### config.mk
export PLATFORM = sky130hd
export DESIGN_NAME = route_indicator_controller
export DESIGN_NICKNAME = d
export VERILOG_FILES = /design/src/sv/ric_pkg.sv /design/src/sv/route_indicator_controller.sv
export SDC_FILE = /design/constraint.sdc
export NUM_CORES = 1
export LEC_CHECK = 0
export BUFFER_PORTS_ARGS = -buffer_cell sky130_fd_sc_hd__buf_2
export CORE_ASPECT_RATIO = 1.75
export CORE_UTILIZATION = 39
export DETAILED_ROUTE_END_ITERATION = 12
export PLACE_DENSITY = 0.62
export REMOVE_ABC_BUFFERS = 1
export SYNTH_ARGS = -nofsm -noshare
export SYNTH_HDL_FRONTEND = slang
export SYNTH_SLANG_ARGS = --single-unit
### constraint.sdc
create_clock -name clk -period 6.1 [get_ports clk]
set_clock_uncertainty 0.05 [all_clocks]
set_input_delay 0.61 -clock clk [delete_from_list [all_inputs] [get_ports clk]]
set_output_delay 0.61 -clock clk [all_outputs]
set_load 0.01 [all_outputs]
### src/sv/ric_pkg.sv
// types, constants and key handling shared by the route indicator controller
package ric_pkg;

  localparam int FRAME_LAMPS = 40;

  // chime step boundaries
  localparam logic [8:0] CHIME_END      = 9'd277;
  localparam logic [8:0] HIGH1_END      = 9'd40;
  localparam logic [8:0] LOW1_END       = 9'd93;
  localparam logic [8:0] HIGH2_START    = 9'd184;
  localparam logic [8:0] LOW2_START     = 9'd224;

  // tone settings for the two chime kinds
  localparam logic [7:0] HIGH_PERIOD_0  = 8'd112;
  localparam logic [7:0] HIGH_PERIOD_1  = 8'd105;
  localparam logic [7:0] HIGH_CMP_0     = 8'd56;
  localparam logic [7:0] HIGH_CMP_1     = 8'd53;
  localparam logic [7:0] LOW_PERIOD_0   = 8'd149;
  localparam logic [7:0] LOW_PERIOD_1   = 8'd141;
  localparam logic [7:0] LOW_CMP_0      = 8'd75;
  localparam logic [7:0] LOW_CMP_1      = 8'd71;
  localparam logic [7:0] RESET_PERIOD   = 8'd99;

  // station limits
  localparam logic [4:0] FIRST_STATION  = 5'd1;
  localparam logic [4:0] LAST_STATION   = 5'd19;

  // tick commands
  localparam logic CMD_CHIME   = 1'b0;
  localparam logic CMD_REFRESH = 1'b1;

  // button functions, in handling order
  typedef enum logic [2:0] {
    KEY_DOOR    = 3'd0,
    KEY_CHIME1  = 3'd1,
    KEY_CHIME2  = 3'd2,
    KEY_FWD     = 3'd3,
    KEY_REVERSE = 3'd4,
    KEY_BACK    = 3'd5
  } key_t;

  typedef struct packed {
    logic       cmd;
    logic [5:0] buttons_n;
  } tick_t;

  typedef struct packed {
    logic [FRAME_LAMPS-1:0] lamp_frame;
    logic                   door_lamp;
    logic                   arrow_a;
    logic                   arrow_b;
    logic [7:0]             tone_period;
    logic [7:0]             tone_compare;
  } result_t;

  // route state touched by the buttons
  typedef struct packed {
    logic [4:0] station;
    logic       at_station;
    logic       heading;
    logic       door_active;
    logic       chime_kind;
    logic [8:0] chime_step;
  } route_t;

  // effect of one newly pressed button on the route state
  function automatic route_t press_key(route_t r, key_t k);
    route_t n;
    n = r;
    case (k)
      KEY_DOOR: begin
        n.door_active = ~r.door_active;
      end
      KEY_CHIME1: begin
        n.chime_kind = 1'b0;
        n.chime_step = '0;
      end
      KEY_CHIME2: begin
        n.chime_kind = 1'b1;
        n.chime_step = '0;
      end
      KEY_FWD: begin
        if (!(r.station == LAST_STATION && r.at_station)) begin
          if (r.at_station ^ r.heading) n.station = r.station + 5'd1;
          n.at_station = ~r.at_station;
        end
      end
      KEY_REVERSE: begin
        if (r.station == FIRST_STATION || r.station == LAST_STATION) n.at_station = 1'b1;
        n.heading = ~r.heading;
      end
      KEY_BACK: begin
        if (!(r.station == FIRST_STATION && r.at_station)) begin
          if (!(r.at_station ^ r.heading)) n.station = r.station - 5'd1;
          n.at_station = ~r.at_station;
        end
      end
      default: begin
        n = r;
      end
    endcase
    return n;
  endfunction

endpackage

### src/sv/route_indicator_controller.sv
// route indicator controller: chime, button debounce, station tracking and lamp frame
//
// Usage: ticks arrive on the tick channel (tick_valid / tick_stall / tick).
// A tick with cmd 0 is the chime and key tick: it advances the chime by one
// step and, every second such tick, samples and debounces the six active-low
// buttons and acts on newly pressed ones. A tick with cmd 1 is the display
// refresh: it toggles the blink phase and rebuilds the 40-lamp frame, the
// door lamp and the direction arrows.
// Every tick gives exactly one item on the result channel (res_valid /
// res_stall / res) holding the current lamp and tone outputs.
// The input register takes the tick when it is accepted, and the result register
// takes its result when the receiver does not stall, so res_valid is registered.
// Throughput: one tick per cycle while the receiver does not stall, set by the
// single pass of logic between the two registers.
// When the receiver stalls, the result is held and one more tick can still
// be taken into the input register; tick_stall rises only when both are full.
// Reset: station 1 at the platform, heading 0, door off, chime silent,
// outputs cleared with the tone period at 99; no items are pending.
module route_indicator_controller (
  input  logic            clk,
  input  logic            rst,
  input  logic            tick_valid,
  output logic            tick_stall,
  input  ric_pkg::tick_t  tick,
  output logic            res_valid,
  input  logic            res_stall,
  output ric_pkg::result_t res
);
  import ric_pkg::*;

  // pipeline control
  logic    s1_valid;
  tick_t   s1_tick;
  logic    out_free;
  logic    s1_go;

  // block state
  route_t  route;
  logic    blink_phase;
  logic    sample_divider;
  logic [5:0] prev_sample;
  logic [5:0] older_sample;
  logic [5:0] stable_keys;
  logic [5:0] armed_keys;
  result_t held;

  // next values
  route_t  route_next;
  logic    blink_phase_next;
  logic    sample_divider_next;
  logic [5:0] prev_sample_next;
  logic [5:0] older_sample_next;
  logic [5:0] stable_keys_next;
  logic [5:0] armed_keys_next;
  result_t held_next;

  assign out_free   = !res_valid || !res_stall;
  assign s1_go      = s1_valid && out_free;
  assign tick_stall = s1_valid && !out_free;

  // input register
  always_ff @(posedge clk) begin
    if (rst) begin
      s1_valid <= 1'b0;
    end else if (!tick_stall) begin
      s1_valid <= tick_valid;
    end
    if (!tick_stall && tick_valid) begin
      s1_tick <= tick;
    end
  end

  // one pass over the registered tick
  always_comb begin
    logic [5:0] smp;
    logic       lit;
    logic [7:0] pos;
    logic [7:0] mid;
    logic [FRAME_LAMPS-1:0] f;

    route_next          = route;
    blink_phase_next    = blink_phase;
    sample_divider_next = sample_divider;
    prev_sample_next    = prev_sample;
    older_sample_next   = older_sample;
    stable_keys_next    = stable_keys;
    armed_keys_next     = armed_keys;
    held_next           = held;
    smp = ~s1_tick.buttons_n;
    lit = 1'b0;
    pos = '0;
    mid = '0;
    f   = '0;

    if (s1_tick.cmd == CMD_REFRESH) begin
      // blink toggle and lamp frame
      blink_phase_next = ~blink_phase;
      lit = blink_phase;
      held_next.door_lamp = lit & route.door_active;
      pos = ({3'b000, route.station} + 8'd1) << 1;
      mid = (route.heading ^ route.at_station) ? pos + 8'd1 : pos - 8'd1;
      for (int i = 0; i < FRAME_LAMPS; i++) begin
        if (pos == 8'(i + 1) && (route.at_station || lit)) f[i] = 1'b1;
        else if (mid == 8'(i + 1) && (!route.at_station || lit)) f[i] = 1'b1;
      end
      held_next.lamp_frame = f;
      held_next.arrow_a = ~route.heading;
      held_next.arrow_b = route.heading;
    end else begin
      // chime step
      if (route.chime_step < CHIME_END) begin
        if (route.chime_step < HIGH1_END ||
            (route.chime_step >= HIGH2_START && route.chime_step < LOW2_START)) begin
          held_next.tone_period  = route.chime_kind ? HIGH_PERIOD_1 : HIGH_PERIOD_0;
          held_next.tone_compare = route.chime_kind ? HIGH_CMP_1 : HIGH_CMP_0;
        end else if (route.chime_step < LOW1_END || route.chime_step >= LOW2_START) begin
          held_next.tone_period  = route.chime_kind ? LOW_PERIOD_1 : LOW_PERIOD_0;
          held_next.tone_compare = route.chime_kind ? LOW_CMP_1 : LOW_CMP_0;
        end else begin
          held_next.tone_compare = '0;
        end
        route_next.chime_step = route.chime_step + 9'd1;
      end else begin
        held_next.tone_compare = '0;
      end

      // button sample every second chime tick
      sample_divider_next = ~sample_divider;
      if (sample_divider) begin
        if (smp == prev_sample) begin
          if (prev_sample == older_sample) stable_keys_next = smp;
          else older_sample_next = prev_sample;
        end else begin
          prev_sample_next = smp;
        end
        for (int k = 0; k < 6; k++) begin
          if (stable_keys_next[k] && armed_keys_next[k]) begin
            armed_keys_next[k] = 1'b0;
            route_next = press_key(route_next, key_t'(3'(k)));
          end else if (!stable_keys_next[k] && !armed_keys_next[k]) begin
            armed_keys_next[k] = 1'b1;
          end
        end
      end
    end
  end

  // state and result register
  always_ff @(posedge clk) begin
    if (rst) begin
      route.station     <= FIRST_STATION;
      route.at_station  <= 1'b1;
      route.heading     <= 1'b0;
      route.door_active <= 1'b0;
      route.chime_kind  <= 1'b0;
      route.chime_step  <= CHIME_END;
      blink_phase       <= 1'b0;
      sample_divider    <= 1'b0;
      prev_sample       <= '0;
      older_sample      <= '0;
      stable_keys       <= '0;
      armed_keys        <= '1;
      held.lamp_frame   <= '0;
      held.door_lamp    <= 1'b0;
      held.arrow_a      <= 1'b0;
      held.arrow_b      <= 1'b0;
      held.tone_period  <= RESET_PERIOD;
      held.tone_compare <= '0;
      res_valid         <= 1'b0;
    end else begin
      if (s1_go) begin
        route          <= route_next;
        blink_phase    <= blink_phase_next;
        sample_divider <= sample_divider_next;
        prev_sample    <= prev_sample_next;
        older_sample   <= older_sample_next;
        stable_keys    <= stable_keys_next;
        armed_keys     <= armed_keys_next;
        held           <= held_next;
      end
      if (out_free) begin
        res_valid <= s1_valid;
      end
    end
    if (s1_go) begin
      res <= held_next;
    end
  end

endmodule

==> flow_metrics.env, run 1 <==
export IMPL_hold_buffers=0
export IMPL_core_rowCount=67
export IMPL_clock_latency_ns=0.43
export IMPL_syn_inst=782
export IMPL_dp_cells=1055
export IMPL_syn_avg_cell_area_um2=9.858
export IMPL_status="finished clean"
export IMPL_synthSimpleGateAreaFrac_pct=16.62
export IMPL_dp_hpwl_um=11230
export IMPL_crit_path_max_fanout=14
export IMPL_async_flop_share_pct=0
export IMPL_via_count=5794
export IMPL_ys_seq_area_share_pct=52.98
export IMPL_die_y_um=188.0
export IMPL_wl_per_cell_um=15.24
export IMPL_ys_flop_type="dfxtp_1"
export IMPL_dr_pass1_iters=4
export IMPL_timing_setup_tns_ns=0
export IMPL_fin_crit_sh_pct=78.37
export IMPL_drtAntennaViolNets=0
export IMPL_overflow=0
export IMPL_diodes=0
export IMPL_layout_common_cells="dfxtp_1, nor2_1, nand2_1, buf_2, edfxtp_1"
export IMPL_syn_to_final_growth_pct=14.27
export IMPL_ys_seq_elements=171
export IMPL_io_pins=72
export IMPL_drv_slew=0
export IMPL_core_area_um2=19280
export IMPL_layout_commonest_cell="dfxtp_1"
export IMPL_clock_sinks=171
export IMPL_endpoint_kind="flip-flop"
export IMPL_initial_core_util_pct=39.98
export IMPL_cp_required_ns=6.41
export IMPL_synthAdderAreaFrac_pct=2.272
export IMPL_synth_top_area_share_pct=27.27
export IMPL_worst_slew_pin_slew_ns=1.155
export IMPL_synth_area_leader_cell="dfxtp_1"
export IMPL_slowest_delay_ns=0.57
export IMPL_cts_buffer_depth=2
export IMPL_dieArea_um2=20350
export IMPL_io_buffers=71
export IMPL_grt_max_degree=74
export IMPL_cts_tree="yes"
export IMPL_cts_max_level=4
export IMPL_reg2regPathDepth=19
export IMPL_synth_area_um2=7709
export IMPL_route_detailed_drc=0
export IMPL_gp_congestion=0.8202
export IMPL_leakagePower_nw=3.178
export IMPL_crit_chain="xnor2_1, nor4_1, nand3_1, nor2_1, nor2_1, a21oi_1, ha_1, nand2_1, o311ai_0, a31o_2, inv_1, ha_1, nand2_1, mux2i_1, a311oi_1, o21ai_0, a21oi_2, mux2i_1, mux2i_1"
export IMPL_power_density_nw_per_um2=266.8
export IMPL_rsz0062_at_grt="false"
export IMPL_yosysUniqueCellTypes=66
export IMPL_slew_headroom_pct=22.98
export IMPL_vdd_ir_drop_max_uv=155.2
export IMPL_cts_clk_slew_worst_paths_ns=0.07
export IMPL_max_cap_violations=0
export IMPL_drtIter0Drc=284
export IMPL_hold_path_class="in2reg"
export IMPL_grt_pass1_wl_um=27470
export IMPL_synthTopCellsByArea="dfxtp_1, edfxtp_1, nor2_1"
export IMPL_critPathSlowestCell="nor2_1"
export IMPL_synth_compound_area_share_pct=18.29
export IMPL_synth_edff_count=66
export IMPL_finish_utilization_pct=45.68
export IMPL_ys_warn_count=0
export IMPL_cp_common_cell="mux2i_1"
export IMPL_hold_violations=0
export IMPL_die_x_um=108.3
export IMPL_cts_inserted_buffers=17
export IMPL_routed_wl_um=16560
export IMPL_setup_viol=0
export IMPL_post_cts_resized=0
export IMPL_synthMuxAreaShare_pct=2.240
export IMPL_via_per_inst=5.330
export IMPL_fmax_mhz=209.2
export IMPL_fin_nets=858
export IMPL_stdcell_count=1087
export IMPL_grt_use_total_pct=17.16
export IMPL_cts_root_buf="clkbuf_16"
export IMPL_grt_antenna_before_repair=0
export IMPL_drive_gt1_share_pct=15.13
export IMPL_path_class="reg2reg"
export IMPL_post_cts_buffers=0
export IMPL_synth_top_family_by_area="compound AO/OA/AOI/OAI gates"
export IMPL_worstPathArrival_ns=5.09
export IMPL_grt_pass1_vias=5590
export IMPL_synth_xor_area_share_pct=4.188
export IMPL_start_kind="flip-flop"
export IMPL_worstHoldPathCells=1
export IMPL_period_needed_ns=4.781
## power breakdown
group / total [mW] / switching [mW] / internal [mW] / leakage (nW)
combinational: 0.0961 / 0.0686 / 0.0275 / 1.43
sequential: 1.22 / 0.0117 / 1.20 / 1.47
clock: 1.04 / 0.485 / 0.553 / 0.282
total: 2.35 / 0.565 / 1.78 / 3.18
## per-layer routing
metal / vias to the layer above / share of wire (%) / GRT usage, %
met5: - / 0 / 0
met4: 0 / 1.8 / 6.393
met3: 17 / 2.2 / 3.163
met2: 88 / 54 / 31.23
met1: 2759 / 42 / 19.44
li1: 2930 / - / -
## worst paths after layout
| path | from | to | slack [ns] |
|---|---|---|---|
| max | s1_tick[5] | route[13] | 1.32 |
| min | tick[2] | s1_tick[2] | 0.30 |
| max reg2reg | s1_tick[5] | route[13] | 1.32 |
| min reg2reg | held[9] | held[9] | 0.39 |
## kinds of logic after synthesis
family / Yosys count
XOR/XNOR: 36
adder cells (fa/ha/maj): 14
buffers and inverters: 69
flip-flops: 171
AO/OA/AOI/OAI: 196
multiplexers: 17
AND/OR/NAND/NOR: 279
## critical path, delay by kind of cell, from the launching register on
family                   cells  cell delay (ns)
AND/OR/NAND/NOR              6             1.24
XOR/XNOR                     1             0.15
multiplexers                 3             0.55
adder cells (fa/ha/maj)      2             0.65
AO/OA/AOI/OAI                6             1.59
buffers and inverters        1             0.08
flip-flops                   1             0.42
## per-stage QoR
step / total power [mW] / instance area, um2 / worst slack (ns) / hold slack [ns]
3_5_place_dp: 1.339 / 8242 / 1.390 / 0.3840
5_1_grt: 2.434 / 8808 / 0.7968 / 0.2732
3_3_place_gp: 1.338 / 8242 / 1.528 / 0.3772
6_report: 2.350 / 8808 / 1.319 / 0.3005
2_1_floorplan: 1.293 / 7532 / 1.967 / 0.3659
4_1_cts: 2.377 / 8808 / 1.337 / 0.2797
## cells in the mapped netlist, types with 19 or more instances
library cell,number
a21oi_1,34
xor2_1,20
o21ai_0,30
edfxtp_1,66
nand3_1,19
clkbuf_1,41
nor2_1,98
dfxtp_1,105
nand2_1,96
a22oi_1,30
o2bb2ai_1,32
inv_1,23
## registers in the layout (all words and copies together) (netlist names)
register        cells
held               59
res                59
route              18
s1_tick             7
armed_keys          6
older_sample        6
prev_sample         6
stable_keys         6
blink_phase         1
res_valid           1
s1_valid            1
sample_divider      1
## area by class of cell
type,count,area [um2]
inverters,23,86.33
multi-input cells,542,3362
repair buffers,78,407.9
fillers,1876,10470
well taps,241,301.5
clock buffers,19,442.9
flip-flops and latches,171,4084
clock inverters,13,123.9
Note: power is estimated with default switching activity, not from simulation.
==> inputs of run 2 (changes only) <==
Clock period 6.1 ns to 4.65 ns, I/O delays scaled along.
==> flow_metrics.env, run 2 (synthesis results as in run 1) <==
export IMPL_die_y_um=188.0
export IMPL_slowest_delay_ns=0.56
export IMPL_leakagePower_nw=3.203
export IMPL_overflow=0
export IMPL_dp_hpwl_um=11310
export IMPL_post_cts_buffers=0
export IMPL_dieArea_um2=20350
export IMPL_core_area_um2=19280
export IMPL_route_detailed_drc=0
export IMPL_grt_pass1_wl_um=27420
export IMPL_period_needed_ns=4.195
export IMPL_fin_crit_sh_pct=90.21
export IMPL_timing_setup_tns_ns=0
export IMPL_drtAntennaViolNets=0
export IMPL_grt_use_total_pct=17.12
export IMPL_power_mw=3.089
export IMPL_cts_root_buf="clkbuf_16"
export IMPL_drtIter0Drc=255
export IMPL_hold_violations=0
export IMPL_slew_headroom_pct=38.08
export IMPL_post_place_ws_ns=0.3918
export IMPL_cts_max_level=4
export IMPL_worstPathArrival_ns=4.49
export IMPL_path_class="reg2reg"
export IMPL_fmax_mhz=238.4
export IMPL_endpoint_kind="flip-flop"
export IMPL_gp_congestion=0.8002
export IMPL_start_kind="flip-flop"
export IMPL_crit_chain="xor2_1, nor4_1, nand3_1, nor2_1, nor2_1, a21oi_1, ha_4, nand3_1, a31o_2, inv_1, ha_1, nand2_1, mux2i_1, a311oi_2, or4b_4, a21oi_2, mux2i_1, mux2i_1"
export IMPL_hold_path_class="in2reg"
export IMPL_stdcell_count=1094
export IMPL_critPathSlowestCell="or4b_4"
export IMPL_whs_ns=0.1624
export IMPL_cts_tree="yes"
export IMPL_max_cap_violations=0
export IMPL_crit_path_max_fanout=14
export IMPL_routed_wl_um=16760
export IMPL_rsz0062_at_grt="false"
export IMPL_cts_clk_slew_worst_paths_ns=0.07
export IMPL_syn_to_final_growth_pct=15.24
export IMPL_worst_slew_pin_slew_ns=0.9287
export IMPL_dr_pass1_iters=5
export IMPL_dp_cells=1062
export IMPL_cp_required_ns=4.95
export IMPL_drive_gt1_share_pct=15.94
export IMPL_grt_antenna_before_repair=0
export IMPL_setup_viol=0
export IMPL_initial_core_util_pct=39.98
export IMPL_power_density_nw_per_um2=347.8
export IMPL_setup_ws_ns=0.4552
export IMPL_via_per_inst=5.345
export IMPL_die_x_um=108.3
export IMPL_status="finished clean"
export IMPL_layout_common_cells="dfxtp_1, nor2_1, nand2_1, buf_2, edfxtp_1"
export IMPL_grt_pass1_vias=5518
export IMPL_cts_buffer_depth=2
export IMPL_drv_slew=0
export IMPL_reg_top3="held: 59 flops, res: 59 flops, route: 18 flops"
export IMPL_timing_critical_path_buf_inv=1
export IMPL_grt_max_degree=83
export IMPL_hold_buffers=0
export IMPL_wl_per_cell_um=15.32
export IMPL_via_count=5847
export IMPL_core_rowCount=67
export IMPL_cpLargestDelayFamily="simple AND/OR/NAND/NOR gates"
export IMPL_cts_inserted_buffers=17
export IMPL_layout_commonest_cell="dfxtp_1"
export IMPL_io_buffers=71
export IMPL_clock_sinks=171
export IMPL_vdd_ir_drop_max_uv=185.6
export IMPL_clock_latency_ns=0.42
export IMPL_cp_common_cell="mux2i_1"
export IMPL_fin_nets=865
export IMPL_io_pins=72
export IMPL_diodes=0
[run 2: changes by cell type in the layout (fill, tap and decap cells not counted), sizes merged]
cell / delta
inv: -7
bufinv: +1
clkinvlp: +3
buf: +7
clkbuf: +1
clkinv: +2
[run 2: worst paths after layout]
| check | from | depth (start not counted) | to | slack, ns |
|---|---|---|---|---|
| worst min-delay path | tick[2] | 1 | s1_tick[2] | 0.16 |
| worst max-delay path | prev_sample[4] | 18 | route[13] | 0.46 |
| worst max register to register | prev_sample[4] | 18 | route[13] | 0.46 |
| worst min register to register | held[9] | 2 | held[9] | 0.39 |
[run 2: what timing repair did]
| action | in CTS | in global routing |
|---|---|---|
| endpoints found under the setup margin | 0 | 4 |
| hold endpoints to repair | 0 | 0 |
| resized for setup | 0 | 3 |
[run 2: final cells by class]
class	count	area, um2
sequential	171	4084
clock buffer	20	457.9
clock inverter	12	112.6
multi-input combinational	542	3381
fill	1857	10400
tap	241	301.5
timing repair buffer	85	460.4
inverter	23	86.33
[run 2: power breakdown]
part,internal [mW],switching [mW],total [mW]
sequential,1.58,0.0159,1.60
combinational,0.0375,0.0910,0.128
clock,0.773,0.592,1.36
total,2.39,0.699,3.09
[run 2: through the flow]
stage                     cell area, um2  utilization (%)
after floorplan                     7532                -
after global placement              8294            43.02
after detailed placement            8294            43.02
after CTS                           8865            45.98
after global routing                8884            46.07
final                               8884            46.07
[run 2: layer usage]
metal	vias to the layer above	track usage (%)	part of all wire, %
met2	110	30.48	54
met5	-	0	0
met3	16	2.989	3.2
met1	2768	19.80	41
met4	0	7.121	1.7
li1	2953	-	-
==> inputs of run 3 (changes only) <==
Settings changed: CORE_UTILIZATION 39 to 36, PLACE_DENSITY 0.62 to 0.59.
==> flow_metrics.env, run 3 (synthesis results as in run 1) <==
export IMPL_drtAntennaViolNets=0
export IMPL_final_area_um2=8919
export IMPL_routed_wl_um=17000
export IMPL_vdd_ir_drop_max_uv=177.8
export IMPL_drtIter0Drc=349
export IMPL_stdcell_count=1104
export IMPL_cts_inserted_buffers=17
export IMPL_max_cap_violations=0
export IMPL_fin_nets=864
export IMPL_path_class="reg2reg"
export IMPL_nFillCells=2027
export IMPL_hp_start="tick[4]"
export IMPL_hold_violations=0
export IMPL_initial_core_util_pct=36.83
export IMPL_power_density_nw_per_um2=353.8
export IMPL_drive_gt1_share_pct=15.85
export IMPL_hold_buffers=0
export IMPL_grt_antenna_before_repair=0
export IMPL_cp_required_ns=4.96
export IMPL_holdPathEnd="s1_tick[4]"
export IMPL_power_mw=3.155
export IMPL_dr_pass1_iters=5
export IMPL_die_y_um=195.6
export IMPL_core_area_um2=20930
export IMPL_hold_path_class="in2reg"
export IMPL_drv_slew=0
export IMPL_fmax_mhz=236.8
export IMPL_fin_crit_sh_pct=90.84
export IMPL_whs_ns=0.1535
export IMPL_grt_pass1_wl_um=27750
export IMPL_via_per_inst=5.316
export IMPL_crit_path_max_fanout=14
export IMPL_clock_sinks=171
export IMPL_dp_hpwl_um=11360
export IMPL_post_place_ws_ns=0.3584
export IMPL_dp_cells=1072
export IMPL_dpl_cell_area_um2=8300
export IMPL_clock_latency_ns=0.43
export IMPL_cts_max_level=4
export IMPL_layout_common_cells="dfxtp_1, nor2_1, nand2_1, buf_2, edfxtp_1"
export IMPL_grt_use_total_pct=16.05
export IMPL_core_rowCount=70
export IMPL_final_seq_area_um2=4084
export IMPL_cts_tree="yes"
export IMPL_rsz0062_at_grt="false"
export IMPL_cts_root_buf="clkbuf_16"
export IMPL_worstPathArrival_ns=4.53
export IMPL_r2r_slack_ns=0.43
export IMPL_via_count=5869
export IMPL_worst_slew_pin_slew_ns=0.9202
export IMPL_io_buffers=71
export IMPL_syn_to_final_growth_pct=15.70
export IMPL_reg2regPathDepth=19
export IMPL_io_pins=72
export IMPL_setup_viol=0
export IMPL_cts_buffer_depth=2
export IMPL_route_detailed_drc=0
export IMPL_status="finished clean"
export IMPL_grt_pass1_vias=5564
export IMPL_start_kind="flip-flop"
export IMPL_period_needed_ns=4.224
export IMPL_worstHoldPathCells=1
export IMPL_endpoint_kind="flip-flop"
export IMPL_multi_input_area_um2=3374
export IMPL_grt_max_degree=83
export IMPL_leakagePower_nw=3.220
export IMPL_diodes=0
export IMPL_slew_headroom_pct=38.66
export IMPL_setup_ws_ns=0.4261
export IMPL_cts_clk_slew_worst_paths_ns=0.07
export IMPL_layout_commonest_cell="dfxtp_1"
export IMPL_dieArea_um2=22030
export IMPL_r2r_end="route[13]"
export IMPL_die_x_um=112.6
export IMPL_overflow=0
export IMPL_timing_setup_tns_ns=0
export IMPL_crit_reg2reg_launch="prev_sample[5]"
export IMPL_gp_congestion=0.8195
export IMPL_wl_per_cell_um=15.40
export IMPL_reg_top3="held: 59 flops, res: 59 flops, route: 18 flops"
export IMPL_finish_utilization_pct=42.61
## run 3: cell types whose count changed in the layout (fill, tap and decap cells not counted), sizes merged
cell / delta
buf: -1
clkbuf: -1
clkinvlp: -2
clkinv: +2
inv: +1
## run 3: power by group
part | switching (mW) | internal [mW] | leakage (nW) | total (mW)
Sequential | 0.0156 | 1.58 | 1.47 | 1.60
Combinational | 0.0910 | 0.0373 | 1.45 | 0.128
Clock | 0.620 | 0.811 | 0.295 | 1.43
## run 3: worst max path at each step
| stage | from | endpoint | slack [ns] |
|---|---|---|---|
| 5_1_grt | prev_sample[5] | route[13] | 0.02 |
| 3_3_place_gp | prev_sample[5] | route[13] | 0.49 |
| 3_5_place_dp | prev_sample[5] | route[13] | 0.36 |
| 2_1_floorplan | s1_tick[5] | route[13] | 0.52 |
| 4_1_cts | prev_sample[5] | route[13] | 0.33 |
| 6_report | prev_sample[5] | route[13] | 0.43 |
## run 3: critical path, stage by stage (launching register included)
cell	delay [ns]
dfxtp_1	0.35
xor2_1	0.15
nor4_1	0.42
nand3_1	0.12
nor2_1	0.20
nor2_1	0.06
a21oi_1	0.25
ha_4	0.26
nand2_1	0.07
o311ai_0	0.29
a31o_2	0.20
inv_1	0.08
ha_1	0.20
nand2_1	0.07
mux2i_1	0.09
a311oi_1	0.39
o21ai_0	0.22
a21oi_2	0.24
mux2i_1	0.25
mux2i_1	0.19
## run 3: layer usage
metal	up-vias	track usage, %	share of wire [%]
met1	2780	18.34	42
met3	27	3.135	3.4
met2	110	28.65	52
met5	-	0	0
li1	2952	-	-
met4	0	7.111	2.1
## run 3: area by class of cell
cell class | count | area share, %
flip-flops and latches | 171 | 45.79
multi-input cells | 542 | 37.84
clock buffers | 19 | 5.331
repair buffers | 84 | 5.079
well taps | 252 | 3.535
clock inverters | 13 | 1.459
inverters | 23 | 0.9680
## run 3: what timing repair did
item | 4_1_cts | 5_1_grt
resized for setup | 0 | 2
buffers inserted | 0 | 0
endpoints found under the setup margin | 0 | 4
